[config.mk]
export PLATFORM = sky130hd
export DESIGN_NAME = bounded_deque_unit
export DESIGN_NICKNAME = d
export VERILOG_FILES = /design/src/design/bdq_pkg.sv /design/src/design/bdq_ctrl.sv /design/src/design/bdq_dpath.sv /design/src/design/bounded_deque_unit.sv
export SDC_FILE = /design/constraint.sdc
export NUM_CORES = 1
export LEC_CHECK = 0
export BUFFER_PORTS_ARGS = -buffer_cell sky130_fd_sc_hd__buf_2
export CORE_ASPECT_RATIO = 0.5
export CORE_UTILIZATION = 56
export DETAILED_ROUTE_END_ITERATION = 8
export PLACE_DENSITY = 0.73
export SLEW_MARGIN = 5
export SYNTH_ARGS = -nofsm -noshare
export SYNTH_HDL_FRONTEND = slang
export SYNTH_SLANG_ARGS = --single-unit
[constraint.sdc]
create_clock -name clk -period 4.75 [get_ports clk]
set_input_delay 0.475 -clock clk [delete_from_list [all_inputs] [get_ports clk]]
set_output_delay 0.475 -clock clk [all_outputs]
set_load 0.05 [all_outputs]
[src/design/bdq_pkg.sv]
// Shared types and constants for the bounded deque unit.
// No dependencies; every other design file refers to this package by scope.
`default_nettype none

package bdq_pkg;

  localparam int DATA_W        = 32;
  localparam int CNT_W         = 5;   // capacity and occupancy width
  localparam int DEPTH_DEFAULT = 16;
  localparam logic [CNT_W-1:0] CAP_RESET = 5'd16;

  typedef enum logic [1:0] {
    KIND_PUSH_BACK  = 2'd0,
    KIND_PUSH_FRONT = 2'd1,
    KIND_POP_FRONT  = 2'd2,
    KIND_POP_BACK   = 2'd3
  } kind_t;

  typedef enum logic [1:0] {
    ST_OK    = 2'd0,
    ST_FULL  = 2'd1,
    ST_EMPTY = 2'd2
  } status_t;

  // controller -> datapath commands
  typedef struct packed {
    logic load;   // capture request fields
    logic exec;   // apply request to storage and pointers
  } cmd_t;

endpackage

`default_nettype wire

[src/design/bdq_ctrl.sv]
// Sequencer for the bounded deque: accept, execute, present result.
// Depends on bdq_pkg (cmd_t).
`default_nettype none

module bdq_ctrl (
  input  wire logic        clk,
  input  wire logic        rst_n,
  input  wire logic        start,
  output logic             busy,
  output logic             out_valid,
  output bdq_pkg::cmd_t    cmd
);

  typedef enum logic [1:0] {
    S_IDLE,
    S_EXEC,
    S_RESP
  } state_t;

  state_t state_r, state_nxt;
  logic   busy_r;
  logic   out_valid_r;
  logic   accept;

  assign accept = start && !busy_r;

  always_comb begin
    state_nxt = state_r;
    unique case (state_r)
      S_IDLE:  state_nxt = accept ? S_EXEC : S_IDLE;
      S_EXEC:  state_nxt = S_RESP;
      S_RESP:  state_nxt = accept ? S_EXEC : S_IDLE;
      default: state_nxt = S_IDLE;
    endcase
  end

  always_ff @(posedge clk) begin
    if (!rst_n) begin
      state_r     <= S_IDLE;
      busy_r      <= 1'b0;
      out_valid_r <= 1'b0;
    end else begin
      state_r     <= state_nxt;
      busy_r      <= (state_nxt == S_EXEC);
      out_valid_r <= (state_nxt == S_RESP);
    end
  end

  assign busy      = busy_r;
  assign out_valid = out_valid_r;
  assign cmd.load  = accept;
  assign cmd.exec  = (state_r == S_EXEC);

endmodule

`default_nettype wire

[src/design/bdq_dpath.sv]
// Datapath of the bounded deque: slot memory, head pointer, count, capacity.
// Depends on bdq_pkg (widths, kind/status codes, cmd_t).
`default_nettype none

module bdq_dpath #(
  parameter int DEPTH = bdq_pkg::DEPTH_DEFAULT
) (
  input  wire logic                            clk,
  input  wire logic                            rst_n,
  input  wire bdq_pkg::cmd_t                   cmd,
  input  wire logic [1:0]                      in_kind,
  input  wire logic signed [bdq_pkg::DATA_W-1:0] in_value,
  input  wire logic                            cfg_we,
  input  wire logic [bdq_pkg::CNT_W-1:0]       cfg_capacity,
  output logic signed [bdq_pkg::DATA_W-1:0]    out_popped_value,
  output logic [1:0]                           out_status,
  output logic [bdq_pkg::CNT_W-1:0]            out_occupancy
);

  localparam int PTR_W  = $clog2(DEPTH);
  localparam int CapMax = (DEPTH < 31) ? DEPTH : 31;
  localparam logic [bdq_pkg::CNT_W-1:0] CAP_MAX = bdq_pkg::CNT_W'(CapMax);
  localparam logic [PTR_W:0]   DEPTH_X = (PTR_W+1)'(DEPTH);
  localparam logic [PTR_W-1:0] LAST    = PTR_W'(DEPTH - 1);

  logic [bdq_pkg::DATA_W-1:0] mem [DEPTH];

  bdq_pkg::kind_t              kind_r;
  logic [bdq_pkg::DATA_W-1:0]  value_r;
  logic [PTR_W-1:0]            head_r, head_nxt;
  logic [bdq_pkg::CNT_W-1:0]   count_r, count_nxt;
  logic [bdq_pkg::CNT_W-1:0]   cap_r;
  bdq_pkg::status_t            status_r, status_nxt;
  logic [bdq_pkg::CNT_W-1:0]   occ_r;
  logic                        pop_ok_r, pop_ok_nxt;
  logic [bdq_pkg::DATA_W-1:0]  rd_data_r;

  logic [bdq_pkg::CNT_W-1:0]   eff_cap;
  logic                        is_full, is_empty;
  logic [PTR_W-1:0]            addr, head_inc, head_dec;
  logic [bdq_pkg::CNT_W-1:0]   count_m1;
  logic                        wr_en;

  // base + off modulo DEPTH, both operands below DEPTH
  function automatic logic [PTR_W-1:0] wrap_add(input logic [PTR_W:0] base,
                                                input logic [PTR_W:0] off);
    logic [PTR_W:0] sum;
    sum = base + off;
    if (sum >= DEPTH_X) sum = sum - DEPTH_X;
    return sum[PTR_W-1:0];
  endfunction

  assign eff_cap  = (cap_r > CAP_MAX) ? CAP_MAX : cap_r;
  assign is_full  = (count_r >= eff_cap);
  assign is_empty = (count_r == '0);
  assign count_m1 = count_r - 1'b1;
  assign head_inc = wrap_add({1'b0, head_r}, (PTR_W+1)'(1));
  assign head_dec = (head_r == '0) ? LAST : head_r - 1'b1;

  always_comb begin
    head_nxt   = head_r;
    count_nxt  = count_r;
    status_nxt = bdq_pkg::ST_OK;
    pop_ok_nxt = 1'b0;
    wr_en      = 1'b0;
    addr       = head_r;
    unique case (kind_r)
      bdq_pkg::KIND_PUSH_BACK: begin
        addr = wrap_add({1'b0, head_r}, (PTR_W+1)'(count_r));
        if (is_full) begin
          status_nxt = bdq_pkg::ST_FULL;
        end else begin
          wr_en     = 1'b1;
          count_nxt = count_r + 1'b1;
        end
      end
      bdq_pkg::KIND_PUSH_FRONT: begin
        addr = head_dec;
        if (is_full) begin
          status_nxt = bdq_pkg::ST_FULL;
        end else begin
          wr_en     = 1'b1;
          head_nxt  = head_dec;
          count_nxt = count_r + 1'b1;
        end
      end
      bdq_pkg::KIND_POP_FRONT: begin
        addr = head_r;
        if (is_empty) begin
          status_nxt = bdq_pkg::ST_EMPTY;
        end else begin
          pop_ok_nxt = 1'b1;
          head_nxt   = head_inc;
          count_nxt  = count_m1;
        end
      end
      bdq_pkg::KIND_POP_BACK: begin
        addr = wrap_add({1'b0, head_r}, (PTR_W+1)'(count_m1));
        if (is_empty) begin
          status_nxt = bdq_pkg::ST_EMPTY;
        end else begin
          pop_ok_nxt = 1'b1;
          count_nxt  = count_m1;
        end
      end
      default: ;
    endcase
  end

  always_ff @(posedge clk) begin
    if (!rst_n) begin
      head_r  <= '0;
      count_r <= '0;
      cap_r   <= bdq_pkg::CAP_RESET;
    end else begin
      if (cfg_we) cap_r <= cfg_capacity;
      if (cmd.exec) begin
        head_r  <= head_nxt;
        count_r <= count_nxt;
      end
    end
  end

  // request fields and result payload, no reset needed
  always_ff @(posedge clk) begin
    if (cmd.load) begin
      kind_r  <= bdq_pkg::kind_t'(in_kind);
      value_r <= in_value;
    end
    if (cmd.exec) begin
      status_r <= status_nxt;
      occ_r    <= count_nxt;
      pop_ok_r <= pop_ok_nxt;
    end
  end

  // slot memory, one access per request, registered read
  always_ff @(posedge clk) begin
    if (cmd.exec) begin
      if (wr_en) mem[addr] <= value_r;
      rd_data_r <= mem[addr];
    end
  end

  assign out_popped_value = pop_ok_r ? $signed(rd_data_r) : '0;
  assign out_status       = status_r;
  assign out_occupancy    = occ_r;

endmodule

`default_nettype wire

[src/design/bounded_deque_unit.sv]
// Top level of the bounded deque unit: sequencer plus datapath.
// Depends on bdq_pkg, bdq_ctrl and bdq_dpath.
`default_nettype none

// Bounded double-ended queue of signed 32-bit words.
//
// Request channel: a transaction is taken on a rising edge with start high
// and busy low. in_kind selects push back, push front, pop front or pop back;
// in_value is the word to push and is ignored for pops.
// Result channel: every request yields exactly one result, shown for one
// cycle with out_valid high: popped word (zero unless a pop succeeded),
// status (ok, full/push refused, empty/pop refused) and occupancy after the
// request. The receiver cannot stall; results must be taken when shown.
// Config channel: cfg_capacity is written when cfg_valid is high (cfg_ready
// is always high). Values above DEPTH act as DEPTH. Write only while idle.
//
// Timing: a request accepted at an edge is executed in the following cycle
// and its result is shown in the cycle after that. busy is high for the
// execute cycle only, so a new request can be accepted while the previous
// result is on the ports. The popped word comes from the single-port slot
// memory, whose registered read is taken in the execute cycle.
//
// Reset (rst_n low, synchronous): deque emptied, head pointer at zero,
// capacity back to 16, no result pending. Slot contents are not cleared.
module bounded_deque_unit #(
  parameter int DEPTH = bdq_pkg::DEPTH_DEFAULT
) (
  input  wire logic                              clk,
  input  wire logic                              rst_n,
  // request channel
  input  wire logic                              start,
  output logic                                   busy,
  input  wire logic [1:0]                        in_kind,
  input  wire logic signed [bdq_pkg::DATA_W-1:0] in_value,
  // result channel
  output logic                                   out_valid,
  output logic signed [bdq_pkg::DATA_W-1:0]      out_popped_value,
  output logic [1:0]                             out_status,
  output logic [bdq_pkg::CNT_W-1:0]              out_occupancy,
  // capacity register write
  input  wire logic                              cfg_valid,
  output logic                                   cfg_ready,
  input  wire logic [bdq_pkg::CNT_W-1:0]         cfg_capacity
);

  bdq_pkg::cmd_t cmd;

  // capacity register is always writable
  assign cfg_ready = 1'b1;

  bdq_ctrl u_ctrl (
    .clk       (clk),
    .rst_n     (rst_n),
    .start     (start),
    .busy      (busy),
    .out_valid (out_valid),
    .cmd       (cmd)
  );

  bdq_dpath #(
    .DEPTH (DEPTH)
  ) u_dpath (
    .clk              (clk),
    .rst_n            (rst_n),
    .cmd              (cmd),
    .in_kind          (in_kind),
    .in_value         (in_value),
    .cfg_we           (cfg_valid && cfg_ready),
    .cfg_capacity     (cfg_capacity),
    .out_popped_value (out_popped_value),
    .out_status       (out_status),
    .out_occupancy    (out_occupancy)
  );

endmodule

`default_nettype wire

==> results by group <==
Final layout
  • Area Overhead vs Synth: 12.0%
  • Commonest non-fill, non-tap cell in the layout: edfxtp_1
  • Most frequent cells in the layout: edfxtp_1, nand2_1, nand3_1, buf_2, a21oi_1
  • Layout Nets: 1877
  • Antenna diodes: 0
  • Layout cells sized above 1: 13.2%

Worst setup path
  • FF-to-FF Start: u_dpath.count_r[0]$_SDFFE_PN0N_
  • Setup crit end kind: flip-flop
  • CP Data Arrival Time: roughly 4600 ps
  • CP Cell Sequence: inv_1 > ha_1 > a21oi_1 > inv_1 > fa_1 > nor2b_1 > a31oi_4 > buf_12 > buf_12 > nand2_1 > nand3_1 > o21ai_0 > o21a_1 > a2111oi_2
  • Crit start category: flip-flop
  • Crit path kind: flip-flop to flip-flop
  • Buf/Inv on CP: 4
  • Largest stage delay, worst path: 500 ps
  • Delay-heaviest family, CP: buffers and inverters
  • Crit Reg-Reg Endpoint: u_dpath.rd_data_r[26]$_DFFE_PN_
  • R2r worst-path depth: 14
  • Reg2reg setup slack: 570 ps
  • Crit Path Max Fanout: 109
  • Crit-path slowest cell: dfxtp_1
  • WP data required: 5130 ps

Floorplan
  • Initial cell density of the core: between 50% and 60%
  • Row count: 53
  • Die area: around 44000 sq um
  • Chip width: 296 um
  • Num ports: 85
  • Core ar.: 42200 sq um
  • Die Y: 149 um

Hold path
  • Worst hold start: in_value[15]
  • Hold Crit Depth: 1
  • Hold crit path type: primary input to flip-flop
  • Worst Hold Path EP: u_dpath.value_r[15]$_DFFE_PP_

Route
  • TritonRoute pass-1 iters: 7
  • DRC: 0
  • Routed Antenna Nets: 0
  • Via density: 5.94
  • Drt total wl: 54300 um
  • Wirelength per Cell: 22.3 um
  • Violation count after the first detailed-route iteration: 1523
  • Vias after detailed routing: 14400

Power
  • Switching share of power: 26.3%
  • Peak VDD IR: 0.358 mV
  • Share of total power in the clock network: around 33%
  • Post-layout total power: 11.7 mW
  • Combinational share of power: 15.2%
  • LEAKAGE: 9.08 nW
  • Internal: ~8.6 mW
  • Flop pwr share: 52.0%
  • Sw Pwr: 3.07 mW
  • Pwr Density: 431 nW/um^2

Yosys
  • Complex-gate fraction of the synthesized area: 7.56%
  • Mux contribution to synthesized area: about 1.8%
  • Post-synthesis average cell area: 13.8 sq um
  • Sequential area share after synthesis: between 70% and 80%
  • Post-synth ARST share: 0%
  • Ranking of synthesized cells by area: edfxtp_1, nand2_1, nand3_1
  • Synth Area in Simple Gates: 12.8%
  • Mapped Area: approximately 24000 sq um
  • Syn nets: about 1800
  • Xor/xnor cell area share of the yosys netlist: 0.363%
  • Most used DFF post-synth: edfxtp_1
  • Main combinational cell family by area after synthesis: simple AND/OR/NAND/NOR gates
  • Mapped Cells: 1747
  • Area leader, netlist: edfxtp_1
  • Ys Warns: 0
  • Post-synth EDFFs: 586
  • Synth Area in Adders: 0.912%
  • Top cell type's share of synthesized area: 72.9%
  • Yosys reg bits: 603
  • Synth unique cells: 56

Clock network
  • Total CTS buffers: 50
  • # hold bufs at CTS: 0
  • CTS resizes: 0
  • CTS Sinks: 603
  • Worst skew pair latency: 580 ps
  • Clock-pin slew on the worst setup and hold paths: approximately 60 ps
  • Postcts setup bufs: 0
  • TritonCTS clock tree: yes
  • H-tree Lvls: 2
  • Maximum root-to-sink buffer count: 3
  • Clock root cell: clkbuf_16

STA
  • Final setup fails: 0
  • Final hold violations: 0
  • RSZ-0062 raised after global routing: no
  • Fin crit period: 4180 ps
  • Worst Skew: 17.8 ps
  • Slew headroom: between 30% and 40%
  • Achievable Freq: roughly 240 MHz
  • Count of final max-slew check failures: 0
  • Setup tns final: 0 ps
  • Worst-Margin Slew: between 1000 and 1500 ps
  • Final worst path period share: 88.0%

GRT
  • Grt ovf: 0
  • First-pass GRT wire length: roughly 80000 um
  • Initial antenna violation count: 1
  • Largest net degree at the start of global routing: 145
  • Vias in the first global route: 13700
  • GR Util All Layers: around a quarter

Outcome
  • Status: complete, no violations

Placement
  • Placer Congestion: 0.835
  • Port bufs: 83
  • Post-DP HPWL: 28200 um

Run
  • Max-Cap Viols: 0
[cells by family (layout without fill, tap and decap cells)]
| family | Yosys count | after routing |
|---|---|---|
| simple gates | 708 | 708 |
| xor+xnor | 10 | 10 |
| other cells | 1 | 1 |
| compound gates | 246 | 246 |
| flops | 603 | 603 |
| buf+inv | 119 | 227 |
| mux | 43 | 43 |
| fa+ha+maj | 17 | 17 |
[worst reg2reg max path, stage by stage (launching register included)]
cell and delay, ps:
dfxtp_1 500, inv_1 160, ha_1 370, a21oi_1 220, inv_1 90, fa_1 480, nor2b_1 210, a31oi_4 250
buf_12 480, buf_12 450, nand2_1 160, nand3_1 100, o21ai_0 90, o21a_1 190, a2111oi_2 230
[flip-flops by register name, summed over array words and instances, names as in the netlist]
name / count
u_dpath.out_occupancy: 5
u_dpath.out_status: 2
u_dpath.mem: 512
u_dpath.kind_r: 2
u_ctrl.busy: 1
u_dpath.value_r: 32
u_dpath.cap_r: 5
u_dpath.rd_data_r: 32
u_ctrl.state_r: 1
u_dpath.head_r: 4
u_dpath.pop_ok_r: 1
u_dpath.count_r: 5
u_ctrl.out_valid: 1
[per-layer routing]
metal | GRT usage [%] | wire length, um | up-vias
li1 | - | - | 6596
met1 | 37.3 | 23400 | 7154
met2 | 39.3 | 25400 | 625
met3 | 3.61 | 4610 | 72
met4 | 5.65 | 866 | 0
met5 | 0 | 0 | -
[how the worst max path moves through the flow]
stage / start / endpoint / cells after the start / slack [ps]
finish: u_dpath.count_r[0]$_SDFFE_PN0N_ / u_dpath.rd_data_r[26]$_DFFE_PN_ / 14 / 570
global route: u_dpath.count_r[0]$_SDFFE_PN0N_ / u_dpath.rd_data_r[21]$_DFFE_PN_ / 14 / 300
CTS: u_dpath.count_r[0]$_SDFFE_PN0N_ / u_dpath.rd_data_r[30]$_DFFE_PN_ / 13 / 610
detailed placement: u_dpath.count_r[0]$_SDFFE_PN0N_ / u_dpath.rd_data_r[30]$_DFFE_PN_ / 13 / 620
global placement: u_dpath.count_r[0]$_SDFFE_PN0N_ / u_dpath.rd_data_r[30]$_DFFE_PN_ / 13 / 740
floorplan: u_dpath.count_r[0]$_SDFFE_PN0N_ / u_dpath.mem[12][0]$_DFFE_PP_ / 11 / 180
[synth_stat cells (all sizes together), types with 3 or more instances]
cell type and n:
o211ai 33, nor3 3, a2111oi 32, and3 3, a31oi 6, a21o 4
nor2b 6, dfxtp 17, inv 15, nand2 404, or3 4, nor2 42
a21oi 77, nand3 196, o21a 31, xor2 3, nand4 5, mux2i 40
o21ai 42, ha 16, and2 33, edfxtp 586, xnor2 7, buf 43
nand2b 4, a211oi 4, clkbuf 61
[power groups by stage]
| stage | logic [mW] | registers [mW] | clock network, mW |
|---|---|---|---|
| floorplan | 1.26 | 6.16 | 0 |
| finish | 1.77 | 6.07 | 3.82 |
| global placement | 1.73 | 6.18 | 0 |
| CTS | 1.78 | 6.07 | 3.86 |
| global route | 1.92 | 6.08 | 4.07 |
| detailed placement | 1.76 | 6.18 | 0 |
[area by class of cell]
type,instances,area [sq um]
Fill cell,2955,15200
Multi-Input combinational cell,1025,5890
Tap cell,577,722
Clock buffer,68,1340
Sequential cell,603,17900
Timing Repair Buffer,122,958
Clock inverter,22,135
Inverter,15,56.3
[stage by stage]
stage / instance area, sq um / cells / hold slack, ps / setup slack [ps] / util [%]
after floorplan: 24100 / 1747 / 423 / 179 / -
after global placement: 25600 / 2342 / 432 / 744 / 60.5
after detailed placement: 25600 / 2342 / 446 / 618 / 60.5
after CTS: 27000 / 2432 / 41.1 / 607 / 64.0
after global routing: 27000 / 2432 / 43.3 / 297 / 64.0
final: 27000 / 2432 / 57.7 / 572 / 64.0
Note: power is estimated with default switching activity, not from simulation.
